$ cat src/rtl/console_number_formatter_top_defines.svh
// Assertion macros used by the formatter top level.
// Depends on a clk and an arst_n being visible where a macro is used.
`ifndef CONSOLE_NUMBER_FORMATTER_TOP_DEFINES_SVH
`define CONSOLE_NUMBER_FORMATTER_TOP_DEFINES_SVH

// Same-cycle implication, checked out of reset.
`define CNF_ASSERT_NOW(label, ante, cons, msg) \
	label: assert property (@(posedge clk) disable iff (!arst_n) (ante) |-> (cons)) \
		else $error(msg);

// Next-cycle implication, checked out of reset.
`define CNF_ASSERT_NEXT(label, ante, cons, msg) \
	label: assert property (@(posedge clk) disable iff (!arst_n) (ante) |=> (cons)) \
		else $error(msg);

`endif

$ cat src/rtl/cnf_pkg.sv
// Shared types, codes and constants of the console number formatter.
// No dependencies; used by every RTL module of the block.
package cnf_pkg;

	localparam int NUM_CELLS = 20;
	localparam int DIGIT_W   = 4;
	localparam int WORD_W    = NUM_CELLS * DIGIT_W;
	localparam int VALUE_W   = 64;
	localparam int CNT_W     = 5;
	localparam int BITCNT_W  = 6;

	typedef enum logic [1:0] {
		FUNC_CHAR  = 2'd0,
		FUNC_HEX32 = 2'd1,
		FUNC_HEX64 = 2'd2,
		FUNC_DEC   = 2'd3
	} func_t;

	localparam logic [7:0] ASCII_CR   = 8'h0D;
	localparam logic [7:0] ASCII_LF   = 8'h0A;
	localparam logic [7:0] ASCII_ZERO = 8'h30;
	localparam logic [7:0] ASCII_X    = 8'h78;

	localparam logic [CNT_W-1:0]    HEX32_NIBS = 5'd8;
	localparam logic [CNT_W-1:0]    HEX64_NIBS = 5'd16;
	localparam logic [CNT_W-1:0]    DEC_DIGITS = 5'd20;
	localparam logic [BITCNT_W-1:0] CONV_LAST  = 6'd63;

	typedef enum logic [1:0] {
		CELL_HOLD,
		CELL_LOAD,
		CELL_DABBLE,
		CELL_SHIFT
	} cell_mode_t;

	typedef struct packed {
		cell_mode_t mode;
		logic       bit_in;
	} chain_ctrl_t;

	typedef enum logic [2:0] {
		ST_IDLE,
		ST_CHAR,
		ST_PFX0,
		ST_PFX1,
		ST_CONV,
		ST_SKIP,
		ST_EMIT
	} state_t;

	// Lowercase hex digit; decimal digits map the same way.
	function automatic logic [7:0] hex_char(input logic [3:0] nib);
		logic [7:0] ext;
		ext = {4'h0, nib};
		if (nib < 4'd10) begin
			hex_char = ASCII_ZERO + ext;
		end else begin
			hex_char = 8'h57 + ext;
		end
	endfunction

endpackage

$ cat src/rtl/console_number_formatter_top.sv
// Top level of the console number formatter: request channel, control FSM,
// output register. Uses cnf_pkg, cnf_digit_chain and the assertion macro header.
//
// Usage
//   Input channel (in_valid / in_stall, payload func and value) takes one
//   request; output channel (out_valid / out_stall, payload ascii_char and last)
//   gives its bytes one a cycle unless stalled, last set on the run's final byte.
//   One request is worked at a time: in_stall is high from acceptance until the
//   final byte has been placed in the output register. The output register
//   parts the two sides, so the next request is taken while that byte waits.
//   Steps per request: a character gives one byte, or CR then LF for an LF;
//   hex32 and hex64 send 0 and x, then their nibbles, one byte a cycle from the
//   cells while the output is not stalled; decimal runs the bit-serial conversion
//   through the row of twenty BCD cells (one input bit per cycle), drops the
//   leading zero digits one a cycle, finds the first digit to send and sends
//   the digits; the dropped and the sent digits are twenty in all.
//   Each byte is registered and shows on the output the cycle after it is formed.
//   A stalled output holds its byte and freezes the sequencer; the conversion
//   and zero-skip phases run on regardless.
//   Reset clears the FSM and the output valid flag; no item is in flight after.
`include "console_number_formatter_top_defines.svh"

module console_number_formatter_top (
	input  logic        clk,
	input  logic        arst_n,
	input  logic        in_valid,
	output logic        in_stall,
	input  logic [1:0]  func,
	input  logic [63:0] value,
	output logic        out_valid,
	input  logic        out_stall,
	output logic [7:0]  ascii_char,
	output logic        last
);

	cnf_pkg::state_t    state_q, state_d;
	cnf_pkg::func_t     func_in;
	cnf_pkg::chain_ctrl_t chain_ctrl;

	logic [cnf_pkg::VALUE_W-1:0]  value_q;
	logic [cnf_pkg::BITCNT_W-1:0] bitcnt_q;
	logic [cnf_pkg::CNT_W-1:0]    cnt_q;
	logic [7:0]                   char_q;
	logic                         need_cr_q;
	logic                         out_valid_q;
	logic [7:0]                   ascii_char_q;
	logic                         last_q;

	logic [cnf_pkg::WORD_W-1:0]   load_word;
	logic [3:0]                   top_digit;
	logic                         out_free;
	logic                         in_fire;
	logic                         out_load;
	logic [7:0]                   out_char;
	logic                         out_last;

	assign func_in   = cnf_pkg::func_t'(func);
	assign in_stall  = (state_q != cnf_pkg::ST_IDLE);
	assign in_fire   = in_valid && !in_stall;
	// Output slot can take a byte when empty or when its byte leaves now.
	assign out_free  = !out_valid_q || !out_stall;

	assign out_valid  = out_valid_q;
	assign ascii_char = ascii_char_q;
	assign last       = last_q;

	// Hex nibbles go straight into the top cells, most significant on top.
	always_comb begin
		case (func_in)
			cnf_pkg::FUNC_HEX64:
				load_word = {value, {(cnf_pkg::WORD_W - cnf_pkg::VALUE_W){1'b0}}};
			cnf_pkg::FUNC_HEX32:
				load_word = {value[31:0], {(cnf_pkg::WORD_W - 32){1'b0}}};
			default:
				load_word = '0;
		endcase
	end

	cnf_digit_chain u_chain (
		.clk       (clk),
		.ctrl      (chain_ctrl),
		.load_word (load_word),
		.top_digit (top_digit)
	);

	// Next state.
	always_comb begin
		state_d = state_q;
		case (state_q)
			cnf_pkg::ST_IDLE: begin
				if (in_valid) begin
					case (func_in)
						cnf_pkg::FUNC_CHAR:  state_d = cnf_pkg::ST_CHAR;
						cnf_pkg::FUNC_HEX32: state_d = cnf_pkg::ST_PFX0;
						cnf_pkg::FUNC_HEX64: state_d = cnf_pkg::ST_PFX0;
						default:             state_d = cnf_pkg::ST_CONV;
					endcase
				end
			end
			cnf_pkg::ST_CHAR: begin
				if (out_free && !need_cr_q) state_d = cnf_pkg::ST_IDLE;
			end
			cnf_pkg::ST_PFX0: begin
				if (out_free) state_d = cnf_pkg::ST_PFX1;
			end
			cnf_pkg::ST_PFX1: begin
				if (out_free) state_d = cnf_pkg::ST_EMIT;
			end
			cnf_pkg::ST_CONV: begin
				if (bitcnt_q == '0) state_d = cnf_pkg::ST_SKIP;
			end
			cnf_pkg::ST_SKIP: begin
				if (top_digit != 4'h0 || cnt_q == 5'd1) state_d = cnf_pkg::ST_EMIT;
			end
			cnf_pkg::ST_EMIT: begin
				if (out_free && cnt_q == 5'd1) state_d = cnf_pkg::ST_IDLE;
			end
			default: state_d = cnf_pkg::ST_IDLE;
		endcase
	end

	// Outputs of the FSM: cell commands and the byte to register.
	always_comb begin
		chain_ctrl.mode   = cnf_pkg::CELL_HOLD;
		chain_ctrl.bit_in = value_q[cnf_pkg::VALUE_W-1];
		out_load          = 1'b0;
		out_char          = 8'h00;
		out_last          = 1'b0;
		case (state_q)
			cnf_pkg::ST_IDLE: begin
				if (in_valid) chain_ctrl.mode = cnf_pkg::CELL_LOAD;
			end
			cnf_pkg::ST_CHAR: begin
				out_load = out_free;
				out_char = need_cr_q ? cnf_pkg::ASCII_CR : char_q;
				out_last = !need_cr_q;
			end
			cnf_pkg::ST_PFX0: begin
				out_load = out_free;
				out_char = cnf_pkg::ASCII_ZERO;
			end
			cnf_pkg::ST_PFX1: begin
				out_load = out_free;
				out_char = cnf_pkg::ASCII_X;
			end
			cnf_pkg::ST_CONV: begin
				chain_ctrl.mode = cnf_pkg::CELL_DABBLE;
			end
			cnf_pkg::ST_SKIP: begin
				// Drop a leading zero, but always keep the units digit.
				if (top_digit == 4'h0 && cnt_q != 5'd1) chain_ctrl.mode = cnf_pkg::CELL_SHIFT;
			end
			cnf_pkg::ST_EMIT: begin
				out_load = out_free;
				out_char = cnf_pkg::hex_char(top_digit);
				out_last = (cnt_q == 5'd1);
				if (out_free) chain_ctrl.mode = cnf_pkg::CELL_SHIFT;
			end
			default: begin
				out_load = 1'b0;
			end
		endcase
	end

	// Control registers.
	always_ff @(posedge clk or negedge arst_n) begin
		if (!arst_n) begin
			state_q     <= cnf_pkg::ST_IDLE;
			out_valid_q <= 1'b0;
			need_cr_q   <= 1'b0;
			cnt_q       <= '0;
			bitcnt_q    <= '0;
		end else begin
			state_q <= state_d;
			if (out_load) begin
				out_valid_q <= 1'b1;
			end else if (!out_stall) begin
				out_valid_q <= 1'b0;
			end
			if (in_fire) begin
				need_cr_q <= (func_in == cnf_pkg::FUNC_CHAR) && (value[7:0] == cnf_pkg::ASCII_LF);
				bitcnt_q  <= cnf_pkg::CONV_LAST;
				case (func_in)
					cnf_pkg::FUNC_HEX32: cnt_q <= cnf_pkg::HEX32_NIBS;
					cnf_pkg::FUNC_HEX64: cnt_q <= cnf_pkg::HEX64_NIBS;
					default:             cnt_q <= cnf_pkg::DEC_DIGITS;
				endcase
			end else begin
				if (state_q == cnf_pkg::ST_CHAR && out_free) need_cr_q <= 1'b0;
				if (state_q == cnf_pkg::ST_CONV) bitcnt_q <= bitcnt_q - 6'd1;
				if (chain_ctrl.mode == cnf_pkg::CELL_SHIFT) cnt_q <= cnt_q - 5'd1;
			end
		end
	end

	// Payload registers.
	always_ff @(posedge clk) begin
		if (in_fire) begin
			char_q  <= value[7:0];
			value_q <= value;
		end else if (state_q == cnf_pkg::ST_CONV) begin
			value_q <= {value_q[cnf_pkg::VALUE_W-2:0], 1'b0};
		end
		if (out_load) begin
			ascii_char_q <= out_char;
			last_q       <= out_last;
		end
	end

	`CNF_ASSERT_NEXT(a_conv_ends, (state_q == cnf_pkg::ST_CONV && bitcnt_q == '0), (state_q == cnf_pkg::ST_SKIP), "conversion did not hand over to digit skip")
	`CNF_ASSERT_NOW(a_cnt_live, (state_q == cnf_pkg::ST_SKIP || state_q == cnf_pkg::ST_EMIT), (cnt_q != '0), "digit count ran out while sending")
	`CNF_ASSERT_NEXT(a_last_ends_run, (out_load && out_last), (state_q == cnf_pkg::ST_IDLE), "final byte formed but request still in progress")
	`CNF_ASSERT_NEXT(a_prefix_x, (state_q == cnf_pkg::ST_PFX1 && out_free), (out_valid_q && ascii_char_q == cnf_pkg::ASCII_X && !last_q), "hex prefix byte wrong")

endmodule

$ cat src/rtl/cnf_bcd_cell.sv
// One digit cell of the formatter's chain: a 4-bit digit that holds, loads,
// runs one add-3-and-shift step, or takes its lower neighbour's digit. Uses cnf_pkg.
module cnf_bcd_cell (
	input  logic               clk,
	input  cnf_pkg::chain_ctrl_t ctrl,
	input  logic [3:0]         load_nib,
	input  logic               carry_in,
	input  logic [3:0]         nib_in,
	output logic [3:0]         digit,
	output logic               carry_out
);

	logic [3:0] digit_q;
	logic [3:0] adj;

	// Correct the digit before the shift so it never passes nine.
	assign adj       = (digit_q >= 4'd5) ? (digit_q + 4'd3) : digit_q;
	assign carry_out = adj[3];
	assign digit     = digit_q;

	always_ff @(posedge clk) begin
		case (ctrl.mode)
			cnf_pkg::CELL_LOAD:   digit_q <= load_nib;
			cnf_pkg::CELL_DABBLE: digit_q <= {adj[2:0], carry_in};
			cnf_pkg::CELL_SHIFT:  digit_q <= nib_in;
			default:              digit_q <= digit_q;
		endcase
	end

endmodule

$ cat src/rtl/cnf_digit_chain.sv
// Row of digit cells: parallel load, binary-to-BCD conversion one bit a cycle and a
// digit-wide shift toward the top cell for output. Uses cnf_pkg, cnf_bcd_cell.
module cnf_digit_chain (
	input  logic                        clk,
	input  cnf_pkg::chain_ctrl_t        ctrl,
	input  logic [cnf_pkg::WORD_W-1:0]  load_word,
	output logic [3:0]                  top_digit
);

	logic [3:0] digit [cnf_pkg::NUM_CELLS];
	logic       carry [cnf_pkg::NUM_CELLS];

	for (genvar i = 0; i < cnf_pkg::NUM_CELLS; i++) begin : g_cell
		logic       cin;
		logic [3:0] nin;

		if (i == 0) begin : g_first
			assign cin = ctrl.bit_in;
			assign nin = 4'h0;
		end else begin : g_rest
			assign cin = carry[i-1];
			assign nin = digit[i-1];
		end

		cnf_bcd_cell u_cell (
			.clk       (clk),
			.ctrl      (ctrl),
			.load_nib  (load_word[i*4 +: 4]),
			.carry_in  (cin),
			.nib_in    (nin),
			.digit     (digit[i]),
			.carry_out (carry[i])
		);
	end

	assign top_digit = digit[cnf_pkg::NUM_CELLS-1];

endmodule
$ cat config.mk
export PLATFORM = sky130hd
export DESIGN_NAME = console_number_formatter_top
export DESIGN_NICKNAME = d
export VERILOG_FILES = /design/src/rtl/cnf_pkg.sv /design/src/rtl/console_number_formatter_top.sv /design/src/rtl/cnf_bcd_cell.sv /design/src/rtl/cnf_digit_chain.sv
export VERILOG_INCLUDE_DIRS = /design/src /design/src/rtl
export SDC_FILE = /design/constraint.sdc
export NUM_CORES = 1
export LEC_CHECK = 0
export ABC_CLOCK_PERIOD_IN_PS = 6050
export BUFFER_PORTS_ARGS = -buffer_cell sky130_fd_sc_hd__buf_2
export CAP_MARGIN = 5
export CORE_MARGIN = 1
export CORE_UTILIZATION = 25
export CTS_CLUSTER_DIAMETER = 120
export CTS_CLUSTER_SIZE = 14
export DETAILED_ROUTE_END_ITERATION = 7
export PLACE_DENSITY_LB_ADDON = 0.3
export RECOVER_POWER = 50
export SYNTH_ARGS = -nofsm -noshare
export SYNTH_HDL_FRONTEND = slang
export SYNTH_SLANG_ARGS = --single-unit
$ cat constraint.sdc
create_clock -name clk -period 6.05 [get_ports clk]
set_input_delay 0.9075 -clock clk [delete_from_list [all_inputs] [get_ports clk]]
set_output_delay 0.9075 -clock clk [all_outputs]
set_load 0.01 [all_outputs]
### After elaboration in Yosys (flattened, before gate mapping)

Index checks and enable logic that the tools add are counted.
W data, S select, Z words.

* order comparisons: 21
* multiplexer cells: 70
* reduce and logical (&&, ||, !) cells: 25
* equality and inequality tests: 22
* add/subtract/negate cells: 24

Operator list (count)
* $pmux W4 S3: 20
* $pmux W80 S2: 1
* $mux W64: 2
* $ge A4 B3 Y1 const B: 20
* $add A4 B2 Y4 const B: 19
* $mux W4: 19
* $pmux W8 S4: 1
* $mux W3: 8
* $pmux W3 S7: 1
* $mux W8: 2
* $ne A2 B2 Y1 const B: 7
* $mux W6: 2
* $mux W5: 2
* $pmux W5 S2: 1
* $eq A3 B3 Y1 const B: 3
* $add A7 B4 Y8 const A: 1
* $eq A8 B4 Y1 const B: 1
* $pmux W2 S4: 1
* $add A6 B4 Y7 const A: 1
* $reduce_and A7 Y1: 1
* $eq A2 B2 Y1 const B: 3
* $eq A3 B2 Y1 const B: 2
* $logic_and A1 B1 Y1: 6
* $logic_not A6 Y1: 1
* 23 further kinds: 37

* bits of input ports: 70
* output and inout bits: 11
* flip-flop bits (word level): 177

### Depth between registers and ports, before layout

Gate-level depths: netlist of the first run.

* depth in word-level cells: 7
* depth in mapped cells: 10

### Hierarchy

Synthesis of the first run repeated with hierarchy kept, for this count alone.

* cell total of the unflattened synthesis: 1241
* area total of the unflattened synthesis: 11573.6 um^2

Modules (own cells, without submodules)
* cnf_bcd_cell: area an instance 324.1 um^2, times used 20, cells each 36, sequential area each 120.1 um^2
* console_number_formatter_top: area an instance 5088.6 um^2, times used 1, cells each 520, sequential area each 2832.7 um^2
* cnf_digit_chain: area an instance 3.8 um^2, times used 1, cells each 1, sequential area each 0.0 um^2

### Least setup slack after synthesis of the first run

Ideal clock, no wire load.

* path type: reg-to-reg
* start point: register cnt_q[1] in the netlist's numbering
* end point: register u_chain.g_cell[0].u_cell.digit_q[0], enable pin
* setup slack: 1.488 ns
* buffers on the path: 3
* data arrival time: 3.564 ns
* stages on the path, launching flop included: 9
* period minus slack after synthesis: 4.562 ns
* setup time: 0.998 ns
* required time: 5.052 ns
* cell sequence: dfrtp_1 inv_1 ha_1 or4b_1 buf_2 a32oi_2 buf_2 buf_2 nand3_1

* cells in the longest elaborated chain, start to end: 6
* elaborated cells between the ends (all ways): 8
* those cells by class: eq/ne (4); mux (2); reduce/logical (2)

RTL lines
* from (decl): RTL line console_number_formatter_top.sv:42 `logic [cnf_pkg::CNT_W-1:0] cnt_q;`
* from (signal assigned): RTL line console_number_formatter_top.sv:184 `cnf_pkg::FUNC_HEX32: cnt_q <= cnf_pkg::HEX32_NIBS;`
* from (signal assigned): RTL line console_number_formatter_top.sv:185 `cnf_pkg::FUNC_HEX64: cnt_q <= cnf_pkg::HEX64_NIBS;`
* from (signal assigned): RTL line console_number_formatter_top.sv:186 `default: cnt_q <= cnf_pkg::DEC_DIGITS;`
* $ne A5 B1 Y1 (*): RTL line console_number_formatter_top.sv:151 `if (top_digit == 4'h0 && cnt_q != 5'd1) chain_ctrl.mode = cnf_pkg::CELL_SHIFT;`
* $logic_and A1 B1 Y1 (*): RTL line console_number_formatter_top.sv:151
* $mux W2 (*): RTL line console_number_formatter_top.sv:151
* $pmux W2 S4 (*): RTL line console_number_formatter_top.sv:129 `case (state_q)`
* $eq A2 B2 Y1 or $eq A2 B1 Y1 (tied branches): RTL line cnf_bcd_cell.sv:22 `case (ctrl.mode)`
* $reduce_bool A3 Y1 (no source line) (*)
* to (signal assigned): RTL line cnf_bcd_cell.sv:23 `cnf_pkg::CELL_LOAD: digit_q <= load_nib;`
* to (signal assigned): RTL line cnf_bcd_cell.sv:24 `cnf_pkg::CELL_DABBLE: digit_q <= {adj[2:0], carry_in};`
* to (signal assigned): RTL line cnf_bcd_cell.sv:25 `cnf_pkg::CELL_SHIFT: digit_q <= nib_in;`
* to (decl): RTL line cnf_bcd_cell.sv:13 `logic [3:0] digit_q;`

Every way passes the cells marked *; elsewhere a longest branch is shown, timed or not.
A chain may end at the register's enable or synchronous reset.

### Worst setup path in the final report of the first run

* start point: register state_q[1]
* end point: register u_chain.g_cell[8].u_cell.digit_q[1] (data pin)

* cells in the longest elaborated chain, start to end: 4
* elaborated cells between the ends (all ways): 9
* those cells by class: eq/ne (6); mux (2); reduce/logical (1)

RTL lines
* from (decl): RTL line console_number_formatter_top.sv:36 `cnf_pkg::state_t state_q, state_d;`
* from (signal assigned): RTL line console_number_formatter_top.sv:168 `state_q <= cnf_pkg::ST_IDLE;`
* from (signal assigned): RTL line console_number_formatter_top.sv:174 `state_q <= state_d;`
* $eq A3 B3 Y1 or $logic_not A3 Y1 (tied branches): RTL line console_number_formatter_top.sv:129
* $pmux W2 S4 (*): RTL line console_number_formatter_top.sv:129
* $eq A2 B2 Y1 or $eq A2 B1 Y1 (tied branches): RTL line cnf_bcd_cell.sv:22
* $pmux W4 S3 (*): RTL line cnf_bcd_cell.sv:22
* to (signal assigned): RTL line cnf_bcd_cell.sv:23
* to (signal assigned): RTL line cnf_bcd_cell.sv:24
* to (signal assigned): RTL line cnf_bcd_cell.sv:25
* to (decl): RTL line cnf_bcd_cell.sv:13

Marked as above.

==> impl_metrics.yaml, run 1 <==
yosys:
  synth.distinct_cells: 56
  synth_warnings: 0
  ys_async_sr_fraction_pct: 9.04
  yosysSeqAreaShare_pct: 52.0
  synth_commonest_cells: "272 x nand2_1, 161 x edfxtp_1, 69 x a21oi_1, 51 x inv_1, 51 x o21ai_0"
  yosysTopAreaCellShare_pct: 48.0
  ys_ff_latch: 177
  syn-cell-area_um2: 10100
  avgSynthCellArea_um2: 9.84
  syn_nets: 1143
  yosysTopAreaCell: "edfxtp_1"
  synth_cells: 1024
  yosysMostFrequentCell: "nand2_1"
  synth_area_leaders: "edfxtp_1 48%, nand2_1 10%, ha_1 6.1%"
  synthFlopType: "edfxtp_1"
  synth_edf_count: 161
critical_path:
  path_cells: "or3b_1 -> clkbuf_1 -> and3_1 -> buf_4 -> a22oi_1 -> o21ai_1"
  timing.rr.start: "state_q[1]"
  cp-endpoint: "u_chain.g_cell[8].u_cell.digit[1]"
  critical-path-max-stage-delay_ns: 1.51
  crit_path_top_delay_cell: "clkbuf_1"
  critPathLaunchType: "flop"
  crit_cells: 6
  endpoint_kind: "flop"
  cp_top_family: "buffers and inverters"
  worstRegToRegCells: 6
  worst_ep_arrival_time_ns: 4.79
  worstReg2RegEnd: "u_chain.g_cell[8].u_cell.digit[1]"
  crit_path_start: "state_q[1]"
  path_class: "flop to flop"
  critPathBufInv: 2
  cp_max_fo: 41
  reg2reg_slack_ns: 1.55
  worstPathRequired_ns: 6.34
grt:
  grt_max_degree: 81
  grtUsageMet3_pct: 2.68
  grt_pass1_wl_um: 44600
  grt_pass1_vias: 7602
  antenna_found_initial: 0
  gr-total-overflow: 0
  grt_use_total_pct: 14.1
  top_usage_layer: "met2"
  grt_util_met1_pct: 19.5
  grt_util_met2_pct: 22.7
power_and_ir_drop:
  switchingPower_mw: 2.74
  power_leakage_nw: 4.33
  pwr_density_cell_nw_per_um2: 587
  clkPwrFrac_pct: 16.4
  p_comb_share_pct: 41.5
  pwr-share-seq_pct: 42.1
  total_power_mw: 6.76
  swShare_pct: 40.6
  p_int_mw: 4.02
  max-vdd-ir-drop_mv: 0.348
clocking:
  cts_buffer_depth: 2
  holdBufCountCts: 0
  post_cts_resized: 0
  cts_tree: "done"
  htree_levels: 4
  clk-insertion-delay-late_ns: 0.44
  cts-root-buf: "clkbuf_16"
  clock_sinks: 177
  numCtsBuffers: 17
  post_cts_buffers: 0
  path_clk_slew_ns: 0.07
route:
  wl_per_cell_um: 17.5
  ant_nets: 0
  firstDrtPassIters: 5
  drc: 0
  drt_iter0_drc: 677
  vias_per_cell: 4.83
  wirelength_um: 28200
  vias: 7789
sta:
  tightestPinTransition_ns: 2.07
  min_period_ns: 4.50
  slew_viol_final: 109
  slew_headroom_pct: -37.8
  setup_viol: 0
  timing.final.crit_share_pct: 74.3
  fin_skew_ns: 0.0139
  rsz0062_at_grt: "false"
  tns_ns: 0
  fmax_mhz: 222
  hold_viol: 0
cells_and_area:
  drive_above_1_share_pct: 9.73
  diodes: 0
  nNetsFinal: 1196
  syn2layout_area_growth_pct: 14.3
  fill_cells: 4213
  postLayoutCoreUtil_pct: 29.0
floorplanning:
  io_pins: 81
  die_x_um: 203
  fp.dieH_um: 203
  start_util_pct: 25.4
  core_area_um2: 39700
  die_area_um2: 41100
  rows: 73
placement:
  gp_congestion: 0.788
  io_buffer_count: 80
  hpwlAfterDp_um: 19400
run_status:
  run_status: "finished with violations"
  violations: "max-capacitance violations, max-slew violations"
flow_run:
  drv_cap: 3
worst_hold_path:
  hold_class: "flop to flop"
[final cells by class]
cell class	instances	area (µm²)	area share (%)
clock buffer	18	429	3.73
inverter	51	191	1.66
sequential	177	5240	45.5
clock inverter	13	139	1.21
multi-input combinational	738	4410	38.3
timing repair buffer	92	454	3.94
tap	525	657	5.71
[state kept, by name, summed over array words and instances, names as in the netlist]
name and flops:
last 1, bitcnt_q 6, ascii_char 8, state_q 3
out_valid 1, need_cr_q 1, char_q 8, u_chain.g_cell.u_cell.digit 80
cnt_q 5, value_q 64
[worst min path at each step]
stage / from / end / cells past startpoint
2_1_floorplan: bitcnt_q[5] / bitcnt_q[5] / 2
3_3_place_gp: value_q[55] / value_q[56] / 2
3_5_place_dp: value_q[50] / value_q[51] / 2
4_1_cts: arst_n / bitcnt_q[4] / 1
5_1_grt: value_q[50] / value_q[51] / 2
6_report: value_q[53] / value_q[54] / 2
[cells by family (layout without fill, tap and decap cells)]
family	Yosys count	in the layout	share of synthesized area, %
adders and majority gates	49	49	6.09
muxes	2	2	0.211
and+or+nand+nor	398	398	17.8
xor gates and xnor gates	28	28	2.43
buffers and inverters	109	174	4.47
DFF	177	177	52.0
AOI/OAI and AO/OA	261	261	17.0
[tightest hold or removal path, cell delays in order (launching register included)]
cell and delay (ns):
edfxtp_1 0.32, nand2_1 0.04, nand2_1 0.05
[layer usage]
| metal | vias to the layer above | share of wire [%] |
|---|---|---|
| met4 | 0 | 1.3 |
| li1 | 3803 | - |
| met5 | - | 0 |
| met1 | 3738 | 48 |
| met3 | 27 | 5.0 |
| met2 | 221 | 46 |
[layout by cell type, fill, tap and decap left out, types with 4 or more instances in the layout]
| cell | n |
|---|---|
| a211oi_1 | 8 |
| a21oi_1 | 69 |
| a221o_1 | 8 |
| a22oi_1 | 47 |
| buf_2 | 60 |
| buf_4 | 9 |
| clkbuf_1 | 24 |
| clkbuf_16 | 17 |
| clkinvlp_4 | 8 |
| dfrtp_1 | 16 |
| edfxtp_1 | 161 |
| ha_1 | 49 |
| inv_1 | 51 |
| nand2_1 | 271 |
| nand2b_1 | 30 |
| nand3_1 | 5 |
| nor2_1 | 24 |
| nor2b_1 | 11 |
| nor3_1 | 7 |
| nor3b_1 | 31 |
| o21ai_0 | 51 |
| o21ai_1 | 14 |
| o221ai_1 | 40 |
| o22ai_1 | 5 |
| xnor2_1 | 24 |
| xor2_1 | 4 |
[power by group through the flow]
stage / Combinational, mW / Sequential, mW / Clock, mW
2_1_floorplan: 2.17 / 2.73 / 0
3_3_place_gp: 2.79 / 2.84 / 0
3_5_place_dp: 2.84 / 2.84 / 0
4_1_cts: 2.86 / 2.83 / 1.13
5_1_grt: 3.22 / 2.93 / 1.17
6_report: 2.80 / 2.84 / 1.11
[through the flow]
step / instances / worst slack (ns) / hold WS (ns) / area (µm²)
global route: 1614 / 1.20 / 0.524 / 11500
CTS: 1614 / 2.61 / 0.385 / 11600
finish: 1614 / 1.55 / 0.516 / 11500
detailed placement: 1583 / 2.63 / 0.500 / 11000
global placement: 1583 / 2.73 / 0.494 / 11000
floorplan: 1024 / 1.49 / 0.481 / 10100
Power figures use the tool's default switching activity.
==> run 2: changes to the inputs <==
ABC_CLOCK_PERIOD_IN_PS = 3670   (was 6050)
clock period = 3.67 ns   (was 6.05 ns; I/O delays follow)
==> run 2 against run 1 <==
Compared with the run above: the flow now finishes without violations; first-iteration DRC count fell by 11%; fmax increased by 43%; clock power grew 66%; global-route usage is 0.14 points higher; setup slack worse by 1.0 ns; die area unchanged; critical path type unchanged; critical endpoint is now value_q[12]; largest power group is now combinational logic; highest routed layer unchanged.
==> impl_metrics.yaml, run 2 (synthesis results as in run 1) <==
critical_path:
  cp_max_fo: 37
  critical-path-max-stage-delay_ns: 0.86
  critPathLaunchType: "flop"
  path_class: "flop to flop"
  crit_path_top_delay_cell: "nand2_2"
  crit_path_start: "state_q[1]"
  reg2reg_slack_ns: 0.52
  timing.rr.start: "state_q[1]"
  critPathBufInv: 2
  worstReg2RegEnd: "value_q[12]"
  worstRegToRegCells: 5
  cp_top_family: "simple AND/OR/NAND/NOR gates"
  endpoint_kind: "flop"
  worstPathRequired_ns: 3.80
  worst_ep_arrival_time_ns: 3.28
  path_cells: "buf_4 -> nor3_1 -> nand2_1 -> nand2_2 -> buf_12"
sta:
  whs_ns: 0.237
  timing.final.crit_share_pct: 85.8
  slew_viol_final: 0
  fin_skew_ns: 0.00794
  rsz0062_at_grt: "false"
  min_period_ns: 3.15
  setup_viol: 0
  fmax_mhz: 318
  tightestPinTransition_ns: 0.962
  hold_viol: 0
  tns_ns: 0
  slew_headroom_pct: 35.9
power_and_ir_drop:
  clkPwrFrac_pct: 16.2
  swShare_pct: 41.1
  power_leakage_nw: 4.40
  p_comb_share_pct: 42.8
  switchingPower_mw: 4.64
  p_int_mw: 6.65
  pwr-share-seq_pct: 41.0
  max-vdd-ir-drop_mv: 0.475
  pwr_density_cell_nw_per_um2: 973
route:
  drc: 0
  firstDrtPassIters: 5
  vias: 7831
  drt_iter0_drc: 601
  wl_per_cell_um: 17.8
  vias_per_cell: 4.82
  ant_nets: 0
  wirelength_um: 28900
clocking:
  cts_tree: "done"
  path_clk_slew_ns: 0.07
  clock_sinks: 177
  holdBufCountCts: 0
  cts_buffer_depth: 2
  clk-insertion-delay-late_ns: 0.44
  htree_levels: 4
  cts-root-buf: "clkbuf_16"
  post_cts_resized: 0
  post_cts_buffers: 0
  numCtsBuffers: 17
flow_run:
  drv_cap: 0
cells_and_area:
  syn2layout_area_growth_pct: 15.3
  multi_input_area_um2: 4410
  stdcell_area_um2: 11600
  final_cell_mix: "271 x nand2_1, 161 x edfxtp_1, 69 x a21oi_1"
  fill_cells: 4184
  seqCellArea_um2: 5240
  final_common_cell: "nand2_1"
  largest_register_ffs: 80
  nNetsFinal: 1205
  drive_above_1_share_pct: 10.6
  final_cells: 1625
floorplanning:
  die_x_um: 203
  core_area_um2: 39700
  die_area_um2: 41100
  fp.dieH_um: 203
  io_pins: 81
  rows: 73
  start_util_pct: 25.4
run_status:
  run_status: "finished clean"
grt:
  grtUsageMet3_pct: 2.89
  gr-total-overflow: 0
  top_usage_layer: "met2"
  grt_util_met2_pct: 21.5
  grt_util_met1_pct: 20.1
  grt_pass1_wl_um: 44700
  grt_use_total_pct: 14.2
  grt_pass1_vias: 7552
  antenna_found_initial: 1
  grt_max_degree: 38
placement:
  dpl_cell_area_um2: 11100
  hpwlAfterDp_um: 20400
  gp_congestion: 0.829
  placed_cells: 1592
  io_buffer_count: 80
worst_hold_path:
  hold_class: "input pin to async pin"
==> run 2: cell count changes in the layout (fill, tap and decap cells not counted), moves of 2 or more <==
cell / delta
clkinvlp_4: -4
clkbuf_2: +2
clkinv_2: -2
buf_12: +2
clkbuf_1: -2
inv_6: +5
buf_4: +7
inv_8: +2
==> run 2: worst max path at each step <==
stage,depth (start not counted),endpoint,slack (ns)
floorplan,8,u_chain.g_cell[0].u_cell.digit[0],0.15
global placement,6,u_chain.g_cell[5].u_cell.digit[0],0.65
detailed placement,6,u_chain.g_cell[6].u_cell.digit[1],0.60
CTS,6,u_chain.g_cell[5].u_cell.digit[3],0.60
global route,5,value_q[13],0.25
finish,5,value_q[12],0.52
==> run 2: per-stage QoR <==
stage               power [mW]  util, %  worst slack, ns
floorplan                 8.04        -            0.152
global placement          9.43     27.9            0.645
detailed placement        9.52     27.9            0.603
CTS                       11.4     29.4            0.598
global route              12.2     29.2            0.251
finish                    11.3     29.2            0.523
==> run 2: metal layers <==
layer | up-vias | part of all wire (%)
met5 | - | 0
met4 | 0 | 2.2
met3 | 43 | 4.9
met2 | 215 | 45
met1 | 3755 | 48
li1 | 3818 | -
==> run 2: power groups by stage <==
| stage | sequential (mW) | clock [mW] | combinational (mW) |
|---|---|---|---|
| after floorplan | 4.46 | 0 | 3.58 |
| after global placement | 4.63 | 0 | 4.81 |
| after detailed placement | 4.64 | 0 | 4.88 |
| after CTS | 4.62 | 1.87 | 4.90 |
| after global routing | 4.78 | 1.95 | 5.47 |
| final | 4.63 | 1.84 | 4.83 |
==> run 2: worst reg2reg max path, delay by kind of cell (launching register included) <==
family                 cells  cell delay, ns
buffers and inverters      2            0.56
DFF                        1            0.47
and+or+nand+nor            3            1.79
==> run 2: area by class of cell <==
type                    instances  share of cell area (%)
repair buffers                101                    4.73
flip-flops and latches        177                    45.1
well taps                     525                    5.65
inverters                      51                    1.65
clock buffers                  18                    3.69
multi-input cells             738                    38.0
clock inverters                14                    1.24
diodes                          1                  0.0215
==> run 3: changes to the inputs <==
ABC_AREA = 1   (was not set)
==> run 3 against run 2 <==
Compared with the run above: core utilization is 0.26 points lower; final area increased by 7.2%; fmax rose by 5.9%; sequential power down 7.3%; cell count rose by 25%; non-clock buffer count down 8; die area increased by 7.8%; flip-flop and latch count stayed put; first-iteration DRC count rose by 28%; highest routed layer unchanged; power down 8.5%.
==> impl_metrics.yaml, run 3 <==
critical_path:
  cp_max_fo: 37
  worst_ep_arrival_time_ns: 3.12
  reg2reg_slack_ns: 0.70
  path_class: "flop to flop"
  cp-endpoint: "u_chain.g_cell[10].u_cell.digit[0]"
  critPathLaunchType: "flop"
  worstPathRequired_ns: 3.82
  crit_path_start: "state_q[1]"
  endpoint_kind: "flop"
  timing.rr.start: "state_q[1]"
  worstRegToRegCells: 7
  worstReg2RegEnd: "u_chain.g_cell[10].u_cell.digit[0]"
sta:
  fin_skew_ns: 0.0126
  setup_viol: 0
  slew_headroom_pct: 33.8
  min_period_ns: 2.97
  slew_viol_final: 0
  whs_ns: 0.237
  rsz0062_at_grt: "false"
  timing.final.crit_share_pct: 81.0
  tns_ns: 0
  tightestPinTransition_ns: 0.993
  hold_viol: 0
  fmax_mhz: 336
worst_hold_path:
  hold_class: "input pin to async pin"
floorplanning:
  io_pins: 81
  die_x_um: 210
  fp.dieH_um: 210
  rows: 76
  start_util_pct: 25.3
  die_area_um2: 44300
  core_area_um2: 43000
run_status:
  run_status: "finished clean"
power_and_ir_drop:
  total_power_mw: 10.3
  power_leakage_nw: 5.49
  max-vdd-ir-drop_mv: 0.292
  pwr_density_cell_nw_per_um2: 830
clocking:
  cts_buffer_depth: 2
  holdBufCountCts: 0
  post_cts_resized: 0
  cts-root-buf: "clkbuf_16"
  post_cts_buffers: 0
  clock_sinks: 177
  path_clk_slew_ns: 0.07
  cts_tree: "done"
  numCtsBuffers: 17
  htree_levels: 4
  clk-insertion-delay-late_ns: 0.45
cells_and_area:
  postLayoutCoreUtil_pct: 29.0
  final_common_cell: "nand2_1"
  nNetsFinal: 1554
  final_cell_mix: "558 x nand2_1, 161 x edfxtp_1, 150 x inv_1"
  drive_above_1_share_pct: 8.77
  diodes: 0
  fill_cells: 4661
  syn2layout_area_growth_pct: 14.7
  largest_register_ffs: 80
route:
  drc: 0
  firstDrtPassIters: 5
  drt_iter0_drc: 769
  vias_per_cell: 4.55
  vias: 9250
  ant_nets: 0
  wl_per_cell_um: 14.5
  wirelength_um: 29600
yosys:
  avgSynthCellArea_um2: 7.89
  syn_nets: 1495
  synth-xor-area-share_pct: 0.323
  synth_commonest_cells: "557 x nand2_1, 161 x edfxtp_1, 148 x inv_1, 129 x nand3_1, 65 x o21ai_0"
  syn-cell-area_um2: 10900
  synth_top_family_by_area: "simple AND/OR/NAND/NOR gates"
  muxShareOfSynthArea_pct: 0
  yosysTopAreaCellShare_pct: 44.5
  synth.distinct_cells: 30
  yosysSeqAreaShare_pct: 48.2
  ys_ff_latch: 177
  synthAdderAreaFrac_pct: 5.64
  synth_warnings: 0
  synth_cells: 1376
  ys_async_sr_fraction_pct: 9.04
  synth_edf_count: 161
  synth_area_leaders: "edfxtp_1 45%, nand2_1 19%, nand3_1 5.9%"
  yosys.area_share.simple_pct: 30.3
  synthFlopType: "edfxtp_1"
  yosysTopAreaCell: "edfxtp_1"
  synth-compound-area-share_pct: 7.84
  yosysMostFrequentCell: "nand2_1"
grt:
  grt_use_total_pct: 13.7
  gr-total-overflow: 0
  grt_max_degree: 68
  antenna_found_initial: 0
  grt_pass1_wl_um: 47600
  grt_pass1_vias: 9026
flow_run:
  drv_cap: 0
placement:
  io_buffer_count: 80
  hpwlAfterDp_um: 20600
  gp_congestion: 0.806
## run 3: changes by cell type after synthesis, moves of 33 or more
| cell | before | now |
|---|---|---|
| a22oi_1 | 47 | 0 |
| nand4_1 | 1 | 34 |
| nand3_1 | 6 | 129 |
| nand2_1 | 272 | 557 |
| inv_1 | 51 | 148 |
| o221ai_1 | 40 | 0 |
## run 3: area by class of cell
type | count | area, µm² | area share, %
flip-flops and latches | 177 | 5240 | 42.0
multi-input cells | 994 | 4790 | 38.5
well taps | 585 | 732 | 5.88
inverters | 152 | 571 | 4.58
repair buffers | 93 | 528 | 4.24
clock buffers | 19 | 443 | 3.56
clock inverters | 13 | 154 | 1.24
## run 3: kinds of logic (layout without fill, tap and decap cells)
logic type,count (synthesis),in the layout
AO/OA/AOI/OAI,150,150
XOR/XNOR,4,4
adder cells (fa/ha/maj),49,49
buffers and inverters,205,277
flip-flops,177,177
AND/OR/NAND/NOR,791,791
## run 3: worst min-delay path by stage
stage                     start  cells after the start     endpoint  slack [ns]
floorplan                arst_n                      0  bitcnt_q[0]        0.25
global placement    bitcnt_q[0]                      2  bitcnt_q[0]        0.48
detailed placement  bitcnt_q[0]                      2  bitcnt_q[0]        0.49
CTS                      arst_n                      1    out_valid        0.02
global route             arst_n                      1    out_valid        0.29
finish                   arst_n                      1    out_valid        0.24
## run 3: layer usage
layer	wire length, µm	track usage, %	share of wire, %
met4	442	3.80	1.5
met1	14200	18.1	48
met3	1290	2.74	4.4
met5	0	0	0
met2	13700	22.5	46
## run 3: power breakdown
part           internal [mW]  leakage [nW]  switching, mW
Combinational           1.32          3.48           2.84
Sequential              3.63          1.73          0.656
Clock                   1.03         0.278          0.855
Total                   5.98          5.49           4.35
## run 3: per-stage QoR
step	cell area (µm²)	instances	setup WS, ns
floorplan	10900	1376	0.133
global placement	11900	2001	1.05
detailed placement	11900	2001	1.04
CTS	12500	2033	1.01
global route	12500	2033	0.457
finish	12500	2033	0.698
## run 3: critical path, cell delays in order (launching register included)
cell and delay, ns:
dfrtp_1 0.43, nor2_1 0.20, nand2_1 0.16, nor2_4 0.10, clkbuf_1 0.58, inv_2 0.36
nand2_4 0.54, buf_12 0.25
